==> src/rtl/core/deqs_pkg.sv <==
`timescale 1ns / 1ps
// ----------------------------------------------------------------------------
// deqs_pkg
// Shared types and codes for the double-ended queue with search.
// ----------------------------------------------------------------------------
package deqs_pkg;

  localparam int OPCODE_W = 3;
  localparam int VALUE_W  = 32;
  localparam int STATUS_W = 2;
  localparam int OCC_W    = 5;

  localparam logic [OPCODE_W-1:0] OP_PUSH_FRONT = 3'd0;
  localparam logic [OPCODE_W-1:0] OP_PUSH_BACK  = 3'd1;
  localparam logic [OPCODE_W-1:0] OP_POP_FRONT  = 3'd2;
  localparam logic [OPCODE_W-1:0] OP_POP_BACK   = 3'd3;
  localparam logic [OPCODE_W-1:0] OP_SEARCH     = 3'd4;

  localparam logic [STATUS_W-1:0] ST_OK    = 2'd0;
  localparam logic [STATUS_W-1:0] ST_EMPTY = 2'd1;
  localparam logic [STATUS_W-1:0] ST_FULL  = 2'd2;

  typedef struct packed {
    logic [OPCODE_W-1:0]       opcode;
    logic signed [VALUE_W-1:0] value;
  } req_t;

  typedef struct packed {
    logic [STATUS_W-1:0] status;
    logic                found;
    logic [OCC_W-1:0]    occupancy;
  } rsp_t;

  typedef struct packed {
    logic accept;
    logic step;
    logic finish;
  } cmd_t;

  typedef struct packed {
    logic start_search;
    logic done;
    logic hit;
  } sts_t;

endpackage

==> src/rtl/core/deqs_ctrl.sv <==
`timescale 1ns / 1ps
// ----------------------------------------------------------------------------
// deqs_ctrl
// Sequencer: request handshake, search walk control and result valid.
// ----------------------------------------------------------------------------
module deqs_ctrl
  import deqs_pkg::*;
(
  input  logic clk,
  input  logic rst,
  input  logic req_valid,
  output logic req_ready,
  output logic rsp_valid,
  input  logic rsp_ready,
  input  sts_t sts,
  output cmd_t cmd
);

  typedef enum logic [1:0] {
    S_IDLE   = 2'b01,
    S_SEARCH = 2'b10
  } state_t;

  state_t state, state_next;
  logic   rsp_valid_next;

  assign req_ready = (state == S_IDLE) && (!rsp_valid || rsp_ready);

  always_comb begin
    state_next = state;
    cmd        = '0;
    case (state)
      S_IDLE: begin
        cmd.accept = req_valid && req_ready;
        if (cmd.accept && sts.start_search) begin
          state_next = S_SEARCH;
        end
      end
      S_SEARCH: begin
        cmd.step   = !sts.done;
        cmd.finish = sts.done;
        if (sts.done) begin
          state_next = S_IDLE;
        end
      end
      default: begin
        state_next = S_IDLE;
      end
    endcase
  end

  always_comb begin
    rsp_valid_next = rsp_valid;
    if (rsp_valid && rsp_ready) begin
      rsp_valid_next = 1'b0;
    end
    if ((cmd.accept && !sts.start_search) || cmd.finish) begin
      rsp_valid_next = 1'b1;
    end
  end

  always_ff @(posedge clk) begin
    if (rst) begin
      state     <= S_IDLE;
      rsp_valid <= 1'b0;
    end else begin
      state     <= state_next;
      rsp_valid <= rsp_valid_next;
    end
  end

endmodule

==> src/rtl/core/deqs_dp.sv <==
`timescale 1ns / 1ps
// ----------------------------------------------------------------------------
// deqs_dp
// Ring store, front/count registers, search walker and result register.
// ----------------------------------------------------------------------------
module deqs_dp
  import deqs_pkg::*;
#(
  parameter int DEPTH = 16
) (
  input  logic clk,
  input  logic rst,
  input  req_t req,
  input  cmd_t cmd,
  output sts_t sts,
  output rsp_t rsp
);

  localparam int IW = (DEPTH > 1) ? $clog2(DEPTH) : 1;
  localparam int CW = $clog2(DEPTH + 1);
  localparam int SW = IW + 1;

  logic [VALUE_W-1:0] mem [DEPTH];

  logic [IW-1:0] front, front_next;
  logic [CW-1:0] count, count_next;

  logic [IW-1:0]       rd_ptr;
  logic [CW-1:0]       rd_left;
  logic [VALUE_W-1:0]  rd_data;
  logic [VALUE_W-1:0]  key;
  logic                cmp_vld;
  logic                cmp_last;

  logic                wr_en;
  logic [IW-1:0]       wr_addr;
  logic [SW-1:0]       back_sum;
  logic [IW-1:0]       back_pos;
  logic [IW-1:0]       front_inc;
  logic [IW-1:0]       front_dec;
  logic [IW-1:0]       rd_ptr_inc;
  logic [STATUS_W-1:0] imm_status;
  logic                full;
  logic                empty;

  assign full  = (count >= CW'(DEPTH));
  assign empty = (count == '0);

  assign back_sum  = SW'(front) + SW'(count);
  assign back_pos  = (back_sum >= SW'(DEPTH)) ? IW'(back_sum - SW'(DEPTH)) : IW'(back_sum);
  assign front_inc = (front == IW'(DEPTH - 1)) ? '0 : front + IW'(1);
  assign front_dec = (front == '0) ? IW'(DEPTH - 1) : front - IW'(1);
  assign rd_ptr_inc = (rd_ptr == IW'(DEPTH - 1)) ? '0 : rd_ptr + IW'(1);

  always_comb begin
    front_next = front;
    count_next = count;
    wr_en      = 1'b0;
    wr_addr    = back_pos;
    imm_status = ST_OK;
    case (req.opcode)
      OP_PUSH_FRONT: begin
        if (full) begin
          imm_status = ST_FULL;
        end else begin
          front_next = front_dec;
          wr_addr    = front_dec;
          wr_en      = 1'b1;
          count_next = count + CW'(1);
        end
      end
      OP_PUSH_BACK: begin
        if (full) begin
          imm_status = ST_FULL;
        end else begin
          wr_en      = 1'b1;
          count_next = count + CW'(1);
        end
      end
      OP_POP_FRONT: begin
        if (empty) begin
          imm_status = ST_EMPTY;
        end else begin
          front_next = front_inc;
          count_next = count - CW'(1);
        end
      end
      OP_POP_BACK: begin
        if (empty) begin
          imm_status = ST_EMPTY;
        end else begin
          count_next = count - CW'(1);
        end
      end
      OP_SEARCH: begin
        if (empty) begin
          imm_status = ST_EMPTY;
        end
      end
      default: begin
        imm_status = ST_OK;
      end
    endcase
  end

  assign sts.start_search = (req.opcode == OP_SEARCH) && !empty;
  assign sts.hit          = cmp_vld && (rd_data == key);
  assign sts.done         = cmp_vld && ((rd_data == key) || cmp_last);

  always_ff @(posedge clk) begin
    if (rst) begin
      front <= '0;
      count <= '0;
    end else if (cmd.accept) begin
      front <= front_next;
      count <= count_next;
    end
  end

  always_ff @(posedge clk) begin
    if (cmd.accept && wr_en) begin
      mem[wr_addr] <= req.value;
    end
    if (cmd.step && (rd_left != '0)) begin
      rd_data <= mem[rd_ptr];
    end
  end

  // search walker: one read issued and one compare per cycle
  always_ff @(posedge clk) begin
    if (rst) begin
      cmp_vld <= 1'b0;
    end else if (cmd.accept) begin
      cmp_vld <= 1'b0;
    end else if (cmd.step) begin
      cmp_vld <= (rd_left != '0);
    end
  end

  always_ff @(posedge clk) begin
    if (cmd.accept) begin
      rd_ptr  <= front;
      rd_left <= count;
      key     <= req.value;
    end else if (cmd.step && (rd_left != '0)) begin
      rd_ptr   <= rd_ptr_inc;
      rd_left  <= rd_left - CW'(1);
      cmp_last <= (rd_left == CW'(1));
    end
  end

  always_ff @(posedge clk) begin
    if (cmd.accept) begin
      rsp.status    <= imm_status;
      rsp.found     <= 1'b0;
      rsp.occupancy <= OCC_W'(count_next);
    end else if (cmd.finish) begin
      rsp.status    <= ST_OK;
      rsp.found     <= sts.hit;
      rsp.occupancy <= OCC_W'(count);
    end
  end

endmodule

==> src/rtl/core/double_ended_queue_with_search.sv <==
// Pushes, pops and searches of an empty queue: result registered in the cycle after the request is taken.
// Search of n held entries: one ring-store read port walks one entry a cycle until a match or the last entry.
// One request in flight at a time; the next is taken as the result is taken.
// Reset clears front index, count and control; store contents stay undefined until written.
`timescale 1ns / 1ps
// ----------------------------------------------------------------------------
// double_ended_queue_with_search
// Bounded deque of signed words in a ring store, with equality search.
// ----------------------------------------------------------------------------
module double_ended_queue_with_search
  import deqs_pkg::*;
#(
  parameter int DEPTH = 16
) (
  input  logic clk,
  input  logic rst,
  input  logic req_valid,
  output logic req_ready,
  input  req_t req,
  output logic rsp_valid,
  input  logic rsp_ready,
  output rsp_t rsp
);

  cmd_t cmd;
  sts_t sts;

  deqs_ctrl u_ctrl (
    .clk       (clk),
    .rst       (rst),
    .req_valid (req_valid),
    .req_ready (req_ready),
    .rsp_valid (rsp_valid),
    .rsp_ready (rsp_ready),
    .sts       (sts),
    .cmd       (cmd)
  );

  deqs_dp #(
    .DEPTH (DEPTH)
  ) u_dp (
    .clk (clk),
    .rst (rst),
    .req (req),
    .cmd (cmd),
    .sts (sts),
    .rsp (rsp)
  );

endmodule
==> config.mk <==
export PLATFORM = sky130hd
export DESIGN_NAME = double_ended_queue_with_search
export DESIGN_NICKNAME = d
export VERILOG_FILES = /design/src/rtl/core/deqs_pkg.sv /design/src/rtl/core/deqs_ctrl.sv /design/src/rtl/core/deqs_dp.sv /design/src/rtl/core/double_ended_queue_with_search.sv
export SDC_FILE = /design/constraint.sdc
export NUM_CORES = 1
export LEC_CHECK = 0
export ABC_AREA = 0
export CAP_MARGIN = 20
export CELL_PAD_IN_SITES_DETAIL_PLACEMENT = 1
export CELL_PAD_IN_SITES_GLOBAL_PLACEMENT = 2
export CORE_MARGIN = 5
export CORE_UTILIZATION = 40
export CTS_CLUSTER_DIAMETER = 100
export DETAILED_ROUTE_END_ITERATION = 7
export DONT_BUFFER_PORTS = 1
export GPL_TIMING_DRIVEN = 0
export PLACE_DENSITY = 0.69
export SETUP_SLACK_MARGIN = 0.4
export SLEW_MARGIN = 25
export SYNTH_ARGS = -nofsm -noshare
export SYNTH_HDL_FRONTEND = slang
export SYNTH_HIERARCHICAL = 1
export SYNTH_SLANG_ARGS = --single-unit
export TNS_END_PERCENT = 1
==> constraint.sdc <==
create_clock -name clk -period 11 [get_ports clk]
set_clock_uncertainty 0.2 [all_clocks]
set_input_delay 0.55 -clock clk [delete_from_list [all_inputs] [get_ports clk]]
set_output_delay 0.55 -clock clk [all_outputs]
set_load 0.02 [all_outputs]
; ---- Yosys cells after proc, flatten, opt, wreduce, memory -nomap -nowiden
; Memories as Yosys holds them, arrays and structs flattened. A register that Yosys moved wholly into a read port is not among the register bits.
; Cells that the tools add are included.
[op_classes]
add_sub_neg = 8
magnitude_cmp = 2
n_eq_ne = 14
muxes = 32
n_bitwise = 1
n_reduce_logical = 32
[ops]
columns = op, n
row1 = two-way mux 4 bit, 10
row2 = equality test 32 bit, 1
row3 = two-way mux 5 bit, 4
row4 = two-way mux 8 bit, 2
row5 = ">= comparator 5 bit, second input constant", 2
row6 = logical AND 1 bit, 10
row7 = case mux 5 bit (2 select lines), 1
row8 = "subtractor 5 x 1 -> 5 bit, second input constant", 2
row9 = "adder 4 x 1 -> 4 bit, second input constant", 2
row10 = "equality test 4 bit, second input constant", 2
row11 = two-way mux 1 bit, 8
row12 = two-way mux 2 bit, 4
row13 = case mux 2 bit (2 select lines), 2
row14 = case mux 4 bit (2 select lines), 1
row15 = nonzero test 2 bit, 4
row16 = "subtractor 4 x 1 -> 4 bit, second input constant", 2
row17 = "equality test 3 x 2 -> 1 bit, second input constant", 2
row18 = "!= test 2 bit, second input constant", 3
row19 = OR reduction 2 bit, 3
row20 = adder 4 x 5 -> 5 bit, 1
row21 = "adder 5 x 1 -> 5 bit, second input constant", 1
row22 = "equality test 5 x 1 -> 1 bit, second input constant", 1
row23 = logical NOT 5 bit, 1
row24 = nonzero test 5 bit, 1
row25 = other kinds (13), 19
[totals]
reg_bits = 63
ram_bits = 512
input_bits = 39
n_memories = 1
[memory_table]
columns = name, words, width, read_ports, rd_clocked_by_memory_dff, write_ports, line
row1 = u_dp.mem, 16, 32, 1, 1, 1, deqs_dp.sv:23  ; logic [VALUE_W-1:0] mem [DEPTH];

; ---- Depth between registers and ports, before layout
[depth]
word_depth = 8
depth_mapped = 10

; ---- By module
; Netlist, hierarchy kept.
[modules_own_cells]
columns = module, n_inst, cells_per_inst, area_per_inst_um2, seq_area_each_um2
row1 = deqs_dp, 1, 1294, 23889.2, 18027.3
row2 = deqs_ctrl, 1, 17, 152.6, 60.1

; ---- Least setup slack after synthesis
; No wires, ideal clock.
[synth_path]
path_kind = input to register
from = input port rsp_ready
to = memory u_dp.mem[9][0], enable pin
arrival_time_ps = 3323
path_slack_ps = 7056
path_stages = 7
path_buffers = 0
path_cell_list = nand2b_1 > nand3_1 > inv_1 > nand2_1 > nor2_1 > nand2_1 > nor2_1
[synth_rtl]
columns = item, line
row1 = "start, declared", double_ended_queue_with_search.sv:21  ; input logic rsp_ready,
row2 = "end, declared", deqs_dp.sv:23

==> impl_metrics.env <==
export IMPL_clkLatencyLatePin_ps=590
export IMPL_arrival_ps=3940
export IMPL_clkTransAtPathRegs_ps=60
export IMPL_dieArea_um2=65100
export IMPL_timing_reg2reg_setup_slack_ps=7080
export IMPL_grt_pass1_wl_um=88100
export IMPL_grt_overflow_total=0
export IMPL_finalWeightedCongestion=0.753
export IMPL_cts_max_level=3
export IMPL_status="finished clean"
export IMPL_fmax_mhz=255
export IMPL_grt_antenna_before_repair=6
export IMPL_synthCells=1307
export IMPL_min_path_type="in2reg"
export IMPL_finalSetupTns_ps=0
export IMPL_setup_viol=0
export IMPL_drt_iter0_drc=926
export IMPL_cts_tree="done"
export IMPL_initial_core_util=0.405
export IMPL_drv_slew=0
export IMPL_via_per_inst=5.52
export IMPL_reg2reg_depth=9
export IMPL_required_ps=11020
export IMPL_syn_area_per_cell_um2=18.4
export IMPL_dp_slack_ps=7230
export IMPL_p_int_uw=4020
export IMPL_period_share=0.356
export IMPL_hpwl_um=39100
export IMPL_grt_max_degree=33
export IMPL_cp_end_kind="flip-flop"
export IMPL_power_frac_comb=0.082
export IMPL_slew_headroom=0.316
export IMPL_cts_root_buf="clkbuf_16"
export IMPL_post_route_drc_count=0
export IMPL_synth_warnings=6
export IMPL_slowest_stage="nor4bb_1"
export IMPL_grt_pass1_vias=13300
export IMPL_ios=49
export IMPL_drtPass1Iterations=5
export IMPL_critPathMostFrequentCell="nand2_1"
export IMPL_worstReg2RegEnd="u_dp/rd_left[3]"
export IMPL_rsz0062_at_grt="no"
export IMPL_dp_cells=2109
export IMPL_switchingPower_uw=1170
export IMPL_nets=1491
export IMPL_wire_per_inst_um=26.5
export IMPL_fin_cells=2263
export IMPL_synthesis_area_um2=24000
export IMPL_slowest_delay_ps=670
export IMPL_port_buffers=0
export IMPL_hold_viol_final=0
export IMPL_cp_startpoint="u_dp/key[21]"
export IMPL_path_cells="xor2_1 -> nor4_1 -> nor4bb_1 -> nand4_1 -> nand2_1 -> or3b_4 -> inv_1 -> nand2_1 -> nand2b_1"
export IMPL_coreArea_um2=59200
export IMPL_clockBufferDepth=3
export IMPL_mostFrequentLayoutCells="593 x edfxtp_1, 99 x mux2i_1, 75 x o21ai_0"
export IMPL_crit_type="reg2reg"
export IMPL_fin_ws_ps=7080
export IMPL_cp_endpoint="u_dp/rd_left[3]"
export IMPL_cap_violations=0
export IMPL_clkSinkCount=607
export IMPL_switching_share=0.225
export IMPL_final_common_cell="edfxtp_1"
export IMPL_die_w_um=255
export IMPL_die_y_um=255
export IMPL_drive_gt1_frac=0.189
export IMPL_pwr_share_seq=0.499
export IMPL_rows=89
export IMPL_cts_buffers=66
export IMPL_min_period_ps=3920
export IMPL_power_density_nw_per_um2=183
export IMPL_worstPathMaxFanout=9
export IMPL_route_vias_total=12500
export IMPL_area_growth_pct=17.8
export IMPL_worstMarginPinSlew_ps=1030
export IMPL_peakVddDrop_mv=0.101
export IMPL_startpoint_type="flip-flop"
export IMPL_syn_nets=1359
export IMPL_ant_nets=0
export IMPL_p_clk_frac=0.418
export IMPL_leakagePower_uw=0.00927
export IMPL_r2r_start="u_dp/key[21]"
export IMPL_grt_use_total=0.185
export IMPL_ctsResizeCount=0
export IMPL_routed_wl_um=60000
==> what timing repair did <==
| action | in CTS | in global routing |
|---|---|---|
| hold buffers | 35 | 0 |
| setup buffers | 0 | 0 |
| hold endpoints to repair | 549 | 0 |
==> per-stage QoR <==
stage / hold slack, ps / util / area (um^2) / total power (uW)
floorplan: 266 / - / 24000 / 2900
global placement: 294 / 0.422 / 25000 / 3020
detailed placement: 297 / 0.436 / 25800 / 3040
CTS: 25.0 / 0.478 / 28300 / 5250
global route: 53.5 / 0.478 / 28300 / 5380
finish: 59.1 / 0.478 / 28300 / 5190
==> how the worst min path moves through the flow <==
| stage | start | to | slack (ps) | depth (start not counted) |
|---|---|---|---|---|
| 2_1_floorplan | u_dp/cmp_vld | u_dp/cmp_vld | 270 | 2 |
| 3_3_place_gp | u_dp/cmp_vld | u_dp/cmp_vld | 290 | 2 |
| 3_5_place_dp | u_dp/cmp_vld | u_dp/cmp_vld | 300 | 2 |
| 4_1_cts | req[32] | u_dp/front[2] | 20 | 3 |
| 5_1_grt | req[32] | u_dp/front[2] | 50 | 3 |
| 6_report | req[32] | u_dp/front[2] | 60 | 3 |
==> registers in the layout, indices dropped and copies added (netlist names) <==
signal            cells
u_ctrl/rsp_valid      1
u_dp/front            4
u_dp/cmp_last         1
u_dp/rd_ptr           4
u_ctrl/state          2
u_dp/rsp              8
u_dp/key             32
u_dp/count            5
u_dp/mem            512
u_dp/rd_data         32
u_dp/rd_left          5
u_dp/cmp_vld          1
==> metal layers <==
layer  wire, um  GRT usage
met1      25900      0.249
met2      30000      0.315
met3       2930     0.0345
met4       1150     0.0453
met5         53          0
==> area by class of cell <==
type | instances | area [um^2]
tap | 773 | 967
fill | 5535 | 30900
timing repair buffer | 64 | 1070
sequential | 607 | 18100
inverter | 16 | 65.1
clock inverter | 36 | 342
antenna | 1 | 2.50
buffer | 66 | 340
multi-input combinational | 618 | 5660
clock buffer | 82 | 1780
==> power groups by stage <==
stage	clock [uW]	sequential, uW	combinational [uW]
detailed placement	0	2640	395
global route	2330	2590	462
global placement	0	2640	375
finish	2170	2590	428
CTS	2230	2590	434
floorplan	0	2640	259
==> critical path, delay by kind of cell, from the launching register on <==
family,cells,cell delay (ps)
and+or+nand+nor,7,2640
DFF,1,390
xor gates and xnor gates,1,260
buffers and inverters,1,50
No activity file was read; power rests on OpenSTA's default activity.
